$ cat src/dmc_pkg.sv
// shared constants and helpers for the direct-mapped write-back cache tag controller
// no dependencies; compiled first
package dmc_pkg;

	localparam int unsigned ADDR_W     = 32;
	localparam int unsigned OFFSET_W   = 5;
	localparam int unsigned BLOCK_W    = 27;
	localparam int unsigned INDEX_W    = 7;
	localparam int unsigned TAG_W      = 20;
	localparam int unsigned CNT_W      = 32;

	localparam int unsigned DEF_NUM_LINES   = 128;
	localparam int unsigned DEF_BLOCK_BYTES = 32;

	// floor of log2, used at elaboration only
	function automatic int unsigned flog2(input int unsigned v);
		int unsigned n;
		int unsigned x;
		n = 0;
		x = v;
		while (x > 1) begin
			x = x >> 1;
			n = n + 1;
		end
		return n;
	endfunction

endpackage

$ cat src/dmc_if.sv
// request and response channel interfaces of the cache tag controller
// depends on dmc_pkg
interface dmc_req_if;
	import dmc_pkg::*;

	logic              valid;
	logic              ready;
	logic [ADDR_W-1:0] address;
	logic              is_write;

	modport source (output valid, output address, output is_write, input ready);
	modport sink   (input valid, input address, input is_write, output ready);
endinterface

interface dmc_rsp_if;
	import dmc_pkg::*;

	logic                valid;
	logic                ready;
	logic [OFFSET_W-1:0] byte_offset;
	logic [BLOCK_W-1:0]  block_number;
	logic [INDEX_W-1:0]  line_index;
	logic [TAG_W-1:0]    tag_value;
	logic                miss;
	logic                mem_read;
	logic                mem_write;
	logic                replaced;
	logic [TAG_W-1:0]    evicted_tag;
	logic [CNT_W-1:0]    hit_total;
	logic [CNT_W-1:0]    miss_total;
	logic [CNT_W-1:0]    writeback_total;

	modport source (output valid, output byte_offset, output block_number, output line_index,
		output tag_value, output miss, output mem_read, output mem_write, output replaced,
		output evicted_tag, output hit_total, output miss_total, output writeback_total,
		input ready);
	modport sink (input valid, input byte_offset, input block_number, input line_index,
		input tag_value, input miss, input mem_read, input mem_write, input replaced,
		input evicted_tag, input hit_total, input miss_total, input writeback_total,
		output ready);
endinterface

$ cat src/dmc_ram.sv
// generic single-write, single-read synchronous ram with registered read data
// no dependencies
module dmc_ram #(
	parameter int unsigned WIDTH = 8,
	parameter int unsigned DEPTH = 16,
	localparam int unsigned AW = (DEPTH > 1) ? $clog2(DEPTH) : 1
) (
	input  logic             clk,
	input  logic             we,
	input  logic [AW-1:0]    waddr,
	input  logic [WIDTH-1:0] wdata,
	input  logic             re,
	input  logic [AW-1:0]    raddr,
	output logic [WIDTH-1:0] rdata
);

	logic [WIDTH-1:0] mem_q [DEPTH];

	always_ff @(posedge clk) begin
		if (we) begin
			mem_q[waddr] <= wdata;
		end
		if (re) begin
			rdata <= mem_q[raddr];
		end
	end

endmodule

$ cat src/dmc_lookup.sv
// lookup stage: tag compare, line update, counters and result register
// depends on dmc_pkg, dmc_if; line state is read from and written to an external ram
module dmc_lookup #(
	parameter int unsigned NUM_LINES   = dmc_pkg::DEF_NUM_LINES,
	parameter int unsigned BLOCK_BYTES = dmc_pkg::DEF_BLOCK_BYTES,
	localparam int unsigned OFF_BITS = dmc_pkg::flog2(BLOCK_BYTES),
	localparam int unsigned IDX_BITS = dmc_pkg::flog2(NUM_LINES),
	localparam int unsigned TAGB     = dmc_pkg::ADDR_W - OFF_BITS - IDX_BITS,
	localparam int unsigned ENT_W    = TAGB + 2
) (
	input  logic                clk,
	input  logic                arst_n,
	dmc_req_if.sink             req,
	dmc_rsp_if.source           rsp,
	input  logic                busy,
	output logic                rd_en,
	output logic [IDX_BITS-1:0] rd_idx,
	input  logic [ENT_W-1:0]    rd_data,
	output logic                wr_en,
	output logic [IDX_BITS-1:0] wr_idx,
	output logic [ENT_W-1:0]    wr_data
);
	import dmc_pkg::*;

	localparam logic [ADDR_W-1:0] OFF_MASK = ADDR_W'((64'd1 << OFF_BITS) - 64'd1);
	localparam logic [ADDR_W-1:0] IDX_MASK = ADDR_W'((64'd1 << IDX_BITS) - 64'd1);
	localparam logic [CNT_W-1:0]  CNT_MAX  = '1;

	// stage 1
	logic              vld_s1;
	logic [ADDR_W-1:0] addr_s1;
	logic              wr_s1;

	// last line written, forwarded over the ram's read-during-write
	logic                fwd_vld_q;
	logic [IDX_BITS-1:0] fwd_idx_q;
	logic [ENT_W-1:0]    fwd_data_q;

	logic [CNT_W-1:0] hit_cnt_q, miss_cnt_q, wb_cnt_q;
	logic             out_vld_q;

	logic                acc, adv;
	logic [IDX_BITS-1:0] idx1;
	logic [TAGB-1:0]     tag1;
	logic [ENT_W-1:0]    ent;
	logic                ent_v, ent_d, hit, wb;
	logic [TAGB-1:0]     ent_tag;
	logic [ADDR_W-1:0]   off_w, blk_w, lidx_w, tag_w, evict_w;
	logic [CNT_W-1:0]    hit_nx, miss_nx, wb_nx;

	assign adv       = vld_s1 && (!out_vld_q || rsp.ready);
	assign req.ready = !busy && (!vld_s1 || adv);
	assign acc       = req.valid && req.ready;

	assign rd_en  = acc;
	assign rd_idx = req.address[OFF_BITS +: IDX_BITS];

	assign idx1 = addr_s1[OFF_BITS +: IDX_BITS];
	assign tag1 = addr_s1[ADDR_W-1 -: TAGB];

	always_comb begin
		ent = (fwd_vld_q && fwd_idx_q == idx1) ? fwd_data_q : rd_data;
	end

	assign ent_v   = ent[ENT_W-1];
	assign ent_d   = ent[ENT_W-2];
	assign ent_tag = ent[TAGB-1:0];
	assign hit     = ent_v && (ent_tag == tag1);
	assign wb      = !hit && ent_v && ent_d;

	// line always rewritten: hit keeps dirty and a write sets it, miss installs the new tag
	assign wr_en   = adv;
	assign wr_idx  = idx1;
	assign wr_data = {1'b1, hit ? (ent_d | wr_s1) : wr_s1, tag1};

	assign hit_nx  = (hit && hit_cnt_q != CNT_MAX) ? hit_cnt_q + CNT_W'(1) : hit_cnt_q;
	assign miss_nx = (!hit && miss_cnt_q != CNT_MAX) ? miss_cnt_q + CNT_W'(1) : miss_cnt_q;
	assign wb_nx   = (wb && wb_cnt_q != CNT_MAX) ? wb_cnt_q + CNT_W'(1) : wb_cnt_q;

	assign off_w   = addr_s1 & OFF_MASK;
	assign blk_w   = addr_s1 >> OFF_BITS;
	assign lidx_w  = blk_w & IDX_MASK;
	assign tag_w   = addr_s1 >> (OFF_BITS + IDX_BITS);
	assign evict_w = (!hit && ent_v) ? ADDR_W'(ent_tag) : '0;

	always_ff @(posedge clk or negedge arst_n) begin
		if (!arst_n) begin
			vld_s1     <= 1'b0;
			fwd_vld_q  <= 1'b0;
			out_vld_q  <= 1'b0;
			hit_cnt_q  <= '0;
			miss_cnt_q <= '0;
			wb_cnt_q   <= '0;
		end else begin
			if (acc) begin
				vld_s1 <= 1'b1;
			end else if (adv) begin
				vld_s1 <= 1'b0;
			end
			if (adv) begin
				fwd_vld_q  <= 1'b1;
				out_vld_q  <= 1'b1;
				hit_cnt_q  <= hit_nx;
				miss_cnt_q <= miss_nx;
				wb_cnt_q   <= wb_nx;
			end else if (rsp.ready) begin
				out_vld_q <= 1'b0;
			end
		end
	end

	always_ff @(posedge clk) begin
		if (acc) begin
			addr_s1 <= req.address;
			wr_s1   <= req.is_write;
		end
		if (adv) begin
			fwd_idx_q            <= idx1;
			fwd_data_q           <= wr_data;
			rsp.byte_offset      <= off_w[OFFSET_W-1:0];
			rsp.block_number     <= blk_w[BLOCK_W-1:0];
			rsp.line_index       <= lidx_w[INDEX_W-1:0];
			rsp.tag_value        <= tag_w[TAG_W-1:0];
			rsp.miss             <= !hit;
			rsp.mem_read         <= !hit;
			rsp.mem_write        <= wb;
			rsp.replaced         <= !hit && ent_v;
			rsp.evicted_tag      <= evict_w[TAG_W-1:0];
			rsp.hit_total        <= hit_nx;
			rsp.miss_total       <= miss_nx;
			rsp.writeback_total  <= wb_nx;
		end
	end

	assign rsp.valid = out_vld_q;

endmodule

$ cat src/direct_mapped_writeback_cache_tags.sv
// top level of the direct-mapped write-back write-allocate cache tag controller
// depends on dmc_pkg, dmc_if, dmc_ram, dmc_lookup
//
//  channel | dir | handshake       | payload
//  --------+-----+-----------------+------------------------------------------------
//  req     | in  | valid / ready   | address, is_write
//  rsp     | out | valid / ready   | offset, block, line, tag, miss/fill/writeback
//          |     |                 | flags, evicted tag, hit/miss/writeback totals
//
// one access per cycle sustained while rsp.ready is high and no clearing pass runs
// (ram read at transfer; line compare, write back and result load as stage 1 advances)
// back-to-back accesses to the same line see the previous update through a
// forwarding register in front of the ram's registered read port
// after reset a clearing pass writes every line entry invalid, one per cycle,
// all 2**floor(log2(NUM_LINES)) of them (128 by default), with req.ready low
// a stalled result register holds stage 1, which in turn holds req.ready low
module direct_mapped_writeback_cache_tags #(
	parameter int unsigned NUM_LINES   = dmc_pkg::DEF_NUM_LINES,
	parameter int unsigned BLOCK_BYTES = dmc_pkg::DEF_BLOCK_BYTES
) (
	input  logic      clk,
	input  logic      arst_n,
	dmc_req_if.sink   req,
	dmc_rsp_if.source rsp
);
	import dmc_pkg::*;

	localparam int unsigned OFF_BITS = flog2(BLOCK_BYTES);
	localparam int unsigned IDX_BITS = flog2(NUM_LINES);
	localparam int unsigned DEPTH    = 1 << IDX_BITS;
	// ram entry: valid, dirty, stored tag
	localparam int unsigned ENT_W    = ADDR_W - OFF_BITS - IDX_BITS + 2;

	// clearing pass state
	logic                clearing_q;
	logic [IDX_BITS-1:0] clr_idx_q;

	// lookup side of the ram
	logic                lk_rd_en;
	logic [IDX_BITS-1:0] lk_rd_idx;
	logic [ENT_W-1:0]    ram_rdata;
	logic                lk_wr_en;
	logic [IDX_BITS-1:0] lk_wr_idx;
	logic [ENT_W-1:0]    lk_wr_data;

	// ram write port, owned by the clearing pass until it finishes
	logic                ram_we;
	logic [IDX_BITS-1:0] ram_waddr;
	logic [ENT_W-1:0]    ram_wdata;

	always_ff @(posedge clk or negedge arst_n) begin
		if (!arst_n) begin
			clearing_q <= 1'b1;
			clr_idx_q  <= '0;
		end else if (clearing_q) begin
			if (clr_idx_q == IDX_BITS'(DEPTH - 1)) begin
				clearing_q <= 1'b0;
			end else begin
				clr_idx_q <= clr_idx_q + IDX_BITS'(1);
			end
		end
	end

	assign ram_we    = clearing_q || lk_wr_en;
	assign ram_waddr = clearing_q ? clr_idx_q : lk_wr_idx;
	assign ram_wdata = clearing_q ? '0 : lk_wr_data;

	dmc_ram #(
		.WIDTH (ENT_W),
		.DEPTH (DEPTH)
	) u_line_ram (
		.clk   (clk),
		.we    (ram_we),
		.waddr (ram_waddr),
		.wdata (ram_wdata),
		.re    (lk_rd_en),
		.raddr (lk_rd_idx),
		.rdata (ram_rdata)
	);

	dmc_lookup #(
		.NUM_LINES   (NUM_LINES),
		.BLOCK_BYTES (BLOCK_BYTES)
	) u_lookup (
		.clk     (clk),
		.arst_n  (arst_n),
		.req     (req),
		.rsp     (rsp),
		.busy    (clearing_q),
		.rd_en   (lk_rd_en),
		.rd_idx  (lk_rd_idx),
		.rd_data (ram_rdata),
		.wr_en   (lk_wr_en),
		.wr_idx  (lk_wr_idx),
		.wr_data (lk_wr_data)
	);

endmodule
$ cat src/flat_wrapper.sv
// flat-port wrapper written by rule: the top's interface ports become plain ports
module direct_mapped_writeback_cache_tags_flat import dmc_pkg::*;
#(
	parameter int unsigned NUM_LINES   = dmc_pkg::DEF_NUM_LINES,
	parameter int unsigned BLOCK_BYTES = dmc_pkg::DEF_BLOCK_BYTES
)
  (clk, arst_n, req_valid, req_address, req_is_write, req_ready, rsp_valid, rsp_byte_offset, rsp_block_number, rsp_line_index, rsp_tag_value, rsp_miss, rsp_mem_read, rsp_mem_write, rsp_replaced, rsp_evicted_tag, rsp_hit_total, rsp_miss_total, rsp_writeback_total, rsp_ready);
  dmc_req_if req_i ();
  dmc_rsp_if rsp_i ();
  input  logic clk;
  input  logic arst_n;
  input wire logic [$bits(req_i.valid)-1:0] req_valid;
  input wire logic [$bits(req_i.address)-1:0] req_address;
  input wire logic [$bits(req_i.is_write)-1:0] req_is_write;
  output wire logic [$bits(req_i.ready)-1:0] req_ready;
  output wire logic [$bits(rsp_i.valid)-1:0] rsp_valid;
  output wire logic [$bits(rsp_i.byte_offset)-1:0] rsp_byte_offset;
  output wire logic [$bits(rsp_i.block_number)-1:0] rsp_block_number;
  output wire logic [$bits(rsp_i.line_index)-1:0] rsp_line_index;
  output wire logic [$bits(rsp_i.tag_value)-1:0] rsp_tag_value;
  output wire logic [$bits(rsp_i.miss)-1:0] rsp_miss;
  output wire logic [$bits(rsp_i.mem_read)-1:0] rsp_mem_read;
  output wire logic [$bits(rsp_i.mem_write)-1:0] rsp_mem_write;
  output wire logic [$bits(rsp_i.replaced)-1:0] rsp_replaced;
  output wire logic [$bits(rsp_i.evicted_tag)-1:0] rsp_evicted_tag;
  output wire logic [$bits(rsp_i.hit_total)-1:0] rsp_hit_total;
  output wire logic [$bits(rsp_i.miss_total)-1:0] rsp_miss_total;
  output wire logic [$bits(rsp_i.writeback_total)-1:0] rsp_writeback_total;
  input wire logic [$bits(rsp_i.ready)-1:0] rsp_ready;
  assign req_i.valid = req_valid;
  assign req_i.address = req_address;
  assign req_i.is_write = req_is_write;
  assign req_ready = req_i.ready;
  assign rsp_valid = rsp_i.valid;
  assign rsp_byte_offset = rsp_i.byte_offset;
  assign rsp_block_number = rsp_i.block_number;
  assign rsp_line_index = rsp_i.line_index;
  assign rsp_tag_value = rsp_i.tag_value;
  assign rsp_miss = rsp_i.miss;
  assign rsp_mem_read = rsp_i.mem_read;
  assign rsp_mem_write = rsp_i.mem_write;
  assign rsp_replaced = rsp_i.replaced;
  assign rsp_evicted_tag = rsp_i.evicted_tag;
  assign rsp_hit_total = rsp_i.hit_total;
  assign rsp_miss_total = rsp_i.miss_total;
  assign rsp_writeback_total = rsp_i.writeback_total;
  assign rsp_i.ready = rsp_ready;
  direct_mapped_writeback_cache_tags #(.NUM_LINES(NUM_LINES), .BLOCK_BYTES(BLOCK_BYTES)) u_core (.clk(clk), .arst_n(arst_n), .req(req_i), .rsp(rsp_i));
endmodule
$ cat config.mk
export PLATFORM = sky130hd
export DESIGN_NAME = direct_mapped_writeback_cache_tags_flat
export DESIGN_NICKNAME = d
export VERILOG_FILES = /design/src/dmc_pkg.sv /design/src/dmc_if.sv /design/src/dmc_ram.sv /design/src/dmc_lookup.sv /design/src/direct_mapped_writeback_cache_tags.sv /design/src/flat_wrapper.sv
export SDC_FILE = /design/constraint.sdc
export NUM_CORES = 2
export LEC_CHECK = 0
export ABC_AREA = 1
export BUFFER_PORTS_ARGS = -buffer_cell sky130_fd_sc_hd__buf_2
export CORE_MARGIN = 2
export CORE_UTILIZATION = 28
export CTS_BUF_LIST = sky130_fd_sc_hd__clkbuf_4 sky130_fd_sc_hd__clkbuf_8
export DETAILED_ROUTE_END_ITERATION = 7
export PLACE_DENSITY_LB_ADDON = 0.1
export SETUP_SLACK_MARGIN = 0.15
export SLEW_MARGIN = 20
export SYNTH_ARGS = -nofsm -noshare
export SYNTH_HDL_FRONTEND = slang
export SYNTH_SLANG_ARGS = --single-unit
$ cat constraint.sdc
create_clock -name clk -period 7.8 [get_ports clk]
set_input_delay 0.78 -clock clk [delete_from_list [all_inputs] [get_ports clk]]
set_output_delay 0.78 -clock clk [all_outputs]
set_load 0.005 [all_outputs]
==> summary.txt <==
Outcome
  • Status: finished clean

Power and ir drop
  • Power Internal: between 20 and 30 mW
  • Sw Ratio: 0.250
  • Comb pwr share: 0.070
  • Switching power total: a little over 9 mW
  • Clock Power Share: 0.416
  • Pwr Density: approximately 250 nW/um^2
  • Max IR drop VDD: 0.000180 V
  • Leakage power: around 47 nW
  • Seq pwr share: 0.515

Detailed routing
  • Drc violations: 0
  • Antenna violation net count after detailed routing: 0
  • DRT Pass-1 Iters: 6
  • Drt total wl: 457,000 um
  • Avg WL per Cell: 27.0 um
  • Initial DRC count: roughly 7,500
  • DR vias/cell: roughly 5.0
  • Via count: between 80,000 and 90,000

Floorplanning
  • Die Area: between 400,000 and 500,000 sq um
  • Starting Density: 0.281
  • DIE HEIGHT: 675 um
  • Width of the die: a little under 700 um
  • Ports: approximately 220
  • Core Region: 448,000 sq um
  • Row cnt: ~250

Cells and area
  • Nets@finish: 10,600
  • Area delta synth->final: 15.7%
  • Fillers: between 40,000 and 50,000
  • Commonest non-fill, non-tap cell in the layout: edfxtp_1
  • Ratio of cells with drive above 1 in the final layout: 0.145
  • Most frequent cells in the layout: 3,023 x edfxtp_1, 1,985 x nor2_1, 1,800 x o21ai_0
  • Util after Layout: 0.325
  • Design area: 146,000 sq um

Place
  • Post-Place Setup Slack: approximately 2400 ps
  • Post-DP Area: roughly 130,000 sq um
  • Port bufs: roughly 220
  • GPL Wtd Cong: 0.827
  • DP HPWL: 253,000 um

STA
  • Worst slew pin tran: between 1000 and 1500 ps
  • Slew headroom: 0.178
  • Setup ws final: roughly 2600 ps
  • Fin. max-slew vios: 0
  • Final hold viol count: 0
  • Setup TNS: 0 ps
  • Hold_ws: 137 ps
  • Tmin final: 5210 ps
  • Unrepaired setup endpoints after global routing: no
  • Final-report setup violation count: 0
  • Skew final: 54.0 ps
  • Final Cycle Share: 0.669
  • Fmax: roughly 0.19 GHz

CTS
  • CTS Buffer Depth: 4
  • Root Buffer: clkbuf_8
  • CTS H-tree lvls: 6
  • CTS Buf Count: between 500 and 600
  • Worst-Skew Late Latency: between 1000 and 1500 ps
  • Num Clock Sinks: 3,130
  • CTS resizes: 0
  • CTS clk-pin slew, worst paths: 70 ps
  • CTS tree: built

Worst setup path
  • R2R cell count: 13
  • Register-to-register setup slack: ~2600 ps
  • Startpoint Class: register
  • WS Path Type: register to register
  • CP max stage cell: buf_4
  • Worst R2R Start: u_core.u_lookup.addr_s1[11]$_DFFE_PP_
  • Top delay family on crit path: buffers and inverters
  • Data arrival, critical path: approximately 6100 ps
  • CP max stage delay: just under 800 ps
  • Cell breakdown of the critical path: inv_1 -> nand2_1 -> nand2_1 -> nand3_1 -> nor2_4 -> nand2_4 -> clkinv_2 -> nor2_1 -> inv_1 -> nand3_1 -> a21oi_4 -> buf_4 -> buf_4
  • Crit path required time: slightly below 9000 ps
  • Crit path max fanout: 76
  • Critical R2R Capture: u_core.u_line_ram.mem_q[124][20]$_DFFE_PP_
  • Critical Path End Type: register
  • CP Depth: 13
  • CP bufs+invs: 5

Synth
  • Top_reg_cell synth: edfxtp_1
  • Xor/xnor cell area share of the yosys netlist: 0.00521
  • Largest family of logic cells by synthesized area: compound AO/OA/AOI/OAI gates
  • Post-Syn Area: 126,000 sq um
  • Seq cells post-synth: 3,130
  • Synthesized Nets: ~10,000
  • Asr flop ratio synth: 0.0342
  • Simple-Gate Fraction of Synth Area: 0.101
  • Multiplexer share of the synthesized area: 0
  • Distinct cell type count after synthesis: 48
  • EDFF count, synth: between 3,000 and 4,000
  • Sequential cell area fraction in the yosys report: 0.741
  • Compound-Gate Fraction of Synth Area: 0.121
  • Mapped Avg Cell Area: around 12 sq um
  • Synth Instances: 10,200
  • Synth warnings: 0
  • Adder-Cell Fraction of Synth Area: 0.000397

Global routing
  • First-pass GRT wire length: 641,000 um
  • Via count of the first global-routing pass: 83,200
  • Gr usage total: 0.194
  • Antenna violations before repair: 41
  • Pin count of the biggest net entering global routing: between 100 and 150
  • Total grt overflow: 0

Hold path
  • Hold Crit Class: input port to async pin

Job
  • Maxcap violations: 0
==> registers in the layout, indices dropped and copies added, names as in the netlist, 2 cells and up <==
signal,count
u_core.clr_idx_q,7
u_core.u_line_ram.mem_q,2816
u_core.u_line_ram.rdata,22
u_core.u_lookup.addr_s1,32
u_core.u_lookup.fwd_data_q,2
u_core.u_lookup.hit_cnt_q,32
u_core.u_lookup.miss_cnt_q,32
u_core.u_lookup.rsp.block_number,26
u_core.u_lookup.rsp.byte_offset,5
u_core.u_lookup.rsp.evicted_tag,20
u_core.u_lookup.rsp.hit_total,32
u_core.u_lookup.rsp.miss_total,32
u_core.u_lookup.rsp.writeback_total,32
u_core.u_lookup.wb_cnt_q,32
==> synth_stat cells, types with 2 or more instances <==
cell type	instances	area (sq um)
nor2_1	2134	8010
edfxtp_1	3023	90800
inv_1	223	837
nor2_4	2	22.5
a31oi_1	2	12.5
buf_2	18	90.1
nor2_2	5	31.3
clkbuf_1	616	2310
nand3_1	116	581
buf_4	55	413
nor4_1	18	113
buf_1	29	109
o21ai_0	1803	9020
ha_1	4	50.1
o211ai_1	2	15.0
xor2_1	54	473
a21oi_1	13	65.1
o21ai_2	25	219
o21ai_1	12	60.1
nand2_2	6	37.5
nand2_4	3	33.8
inv_2	3	11.3
or2_2	5	31.3
nand2_1	774	2910
nand3b_1	9	67.6
and2_1	25	156
o21bai_1	2	15.0
buf_6	9	101
clkinv_1	3	11.3
dfrtp_1	106	2650
nand4_1	73	457
o22ai_1	878	5490
nor3_1	47	235
xnor2_1	21	184
o32ai_1	36	315
==> cell families after synthesis <==
logic type,count (synthesis)
simple gates,3223
xor+xnor,75
flops,3130
compound gates,2776
fa+ha+maj,4
buf+inv,959
==> how the worst max path moves through the flow <==
| stage | from | endpoint |
|---|---|---|
| finish | u_core.u_lookup.addr_s1[11]$_DFFE_PP_ | u_core.u_line_ram.mem_q[124][20]$_DFFE_PP_ |
| global route | u_core.u_lookup.addr_s1[11]$_DFFE_PP_ | u_core.u_line_ram.mem_q[104][20]$_DFFE_PP_ |
| CTS | u_core.u_lookup.addr_s1[11]$_DFFE_PP_ | u_core.u_line_ram.mem_q[101][20]$_DFFE_PP_ |
| detailed placement | req_address[6] | u_core.u_line_ram.rdata[8]$_DFFE_PP_ |
| global placement | req_address[6] | u_core.u_line_ram.rdata[8]$_DFFE_PP_ |
| floorplan | u_core.u_lookup.rsp.block_number[6]$_DFFE_PP_ | u_core.u_line_ram.mem_q[0][20]$_DFFE_PP_ |
==> routing by layer <==
layer	vias up	global-route usage	wire length (um)
met5	-	0	40
met4	6	0.0490	11700
met3	603	0.0300	25600
met2	2718	0.315	211000
met1	43700	0.272	208000
li1	37900	-	-
==> power by group through the flow <==
stage | sequential [mW] | clock (mW) | combinational [mW]
after CTS | 18.8 | 15.6 | 2.57
after floorplan | 19.1 | 0 | 1.30
final | 18.8 | 15.2 | 2.54
after detailed placement | 19.1 | 0 | 2.55
after global routing | 18.8 | 16.3 | 2.75
after global placement | 19.1 | 0 | 2.55
==> stage by stage <==
stage	power (mW)	instances
3_5_place_dp	21.7	15900
3_3_place_gp	21.6	15900
6_report	36.5	16900
5_1_grt	37.8	16900
4_1_cts	37.0	16900
2_1_floorplan	20.4	10200
==> final cells by class <==
cell class	instances	area (sq um)	area share
Multi-Input combinational cell	6078	29300	0.201
Clock buffer	789	9600	0.0658
Antenna cell	20	50.0	0.000343
Clock inverter	185	1150	0.00788
Sequential cell	3130	93500	0.641
Timing Repair Buffer	523	4020	0.0275
Inverter	231	915	0.00627
Tap cell	5952	7450	0.0510
==> what timing repair did <==
item / in CTS / in global routing
setup buffers: 0 / 0
hold buffers: 34 / 0
endpoints found under the hold margin: 77 / 0
Power figures use the tool's default switching activity.
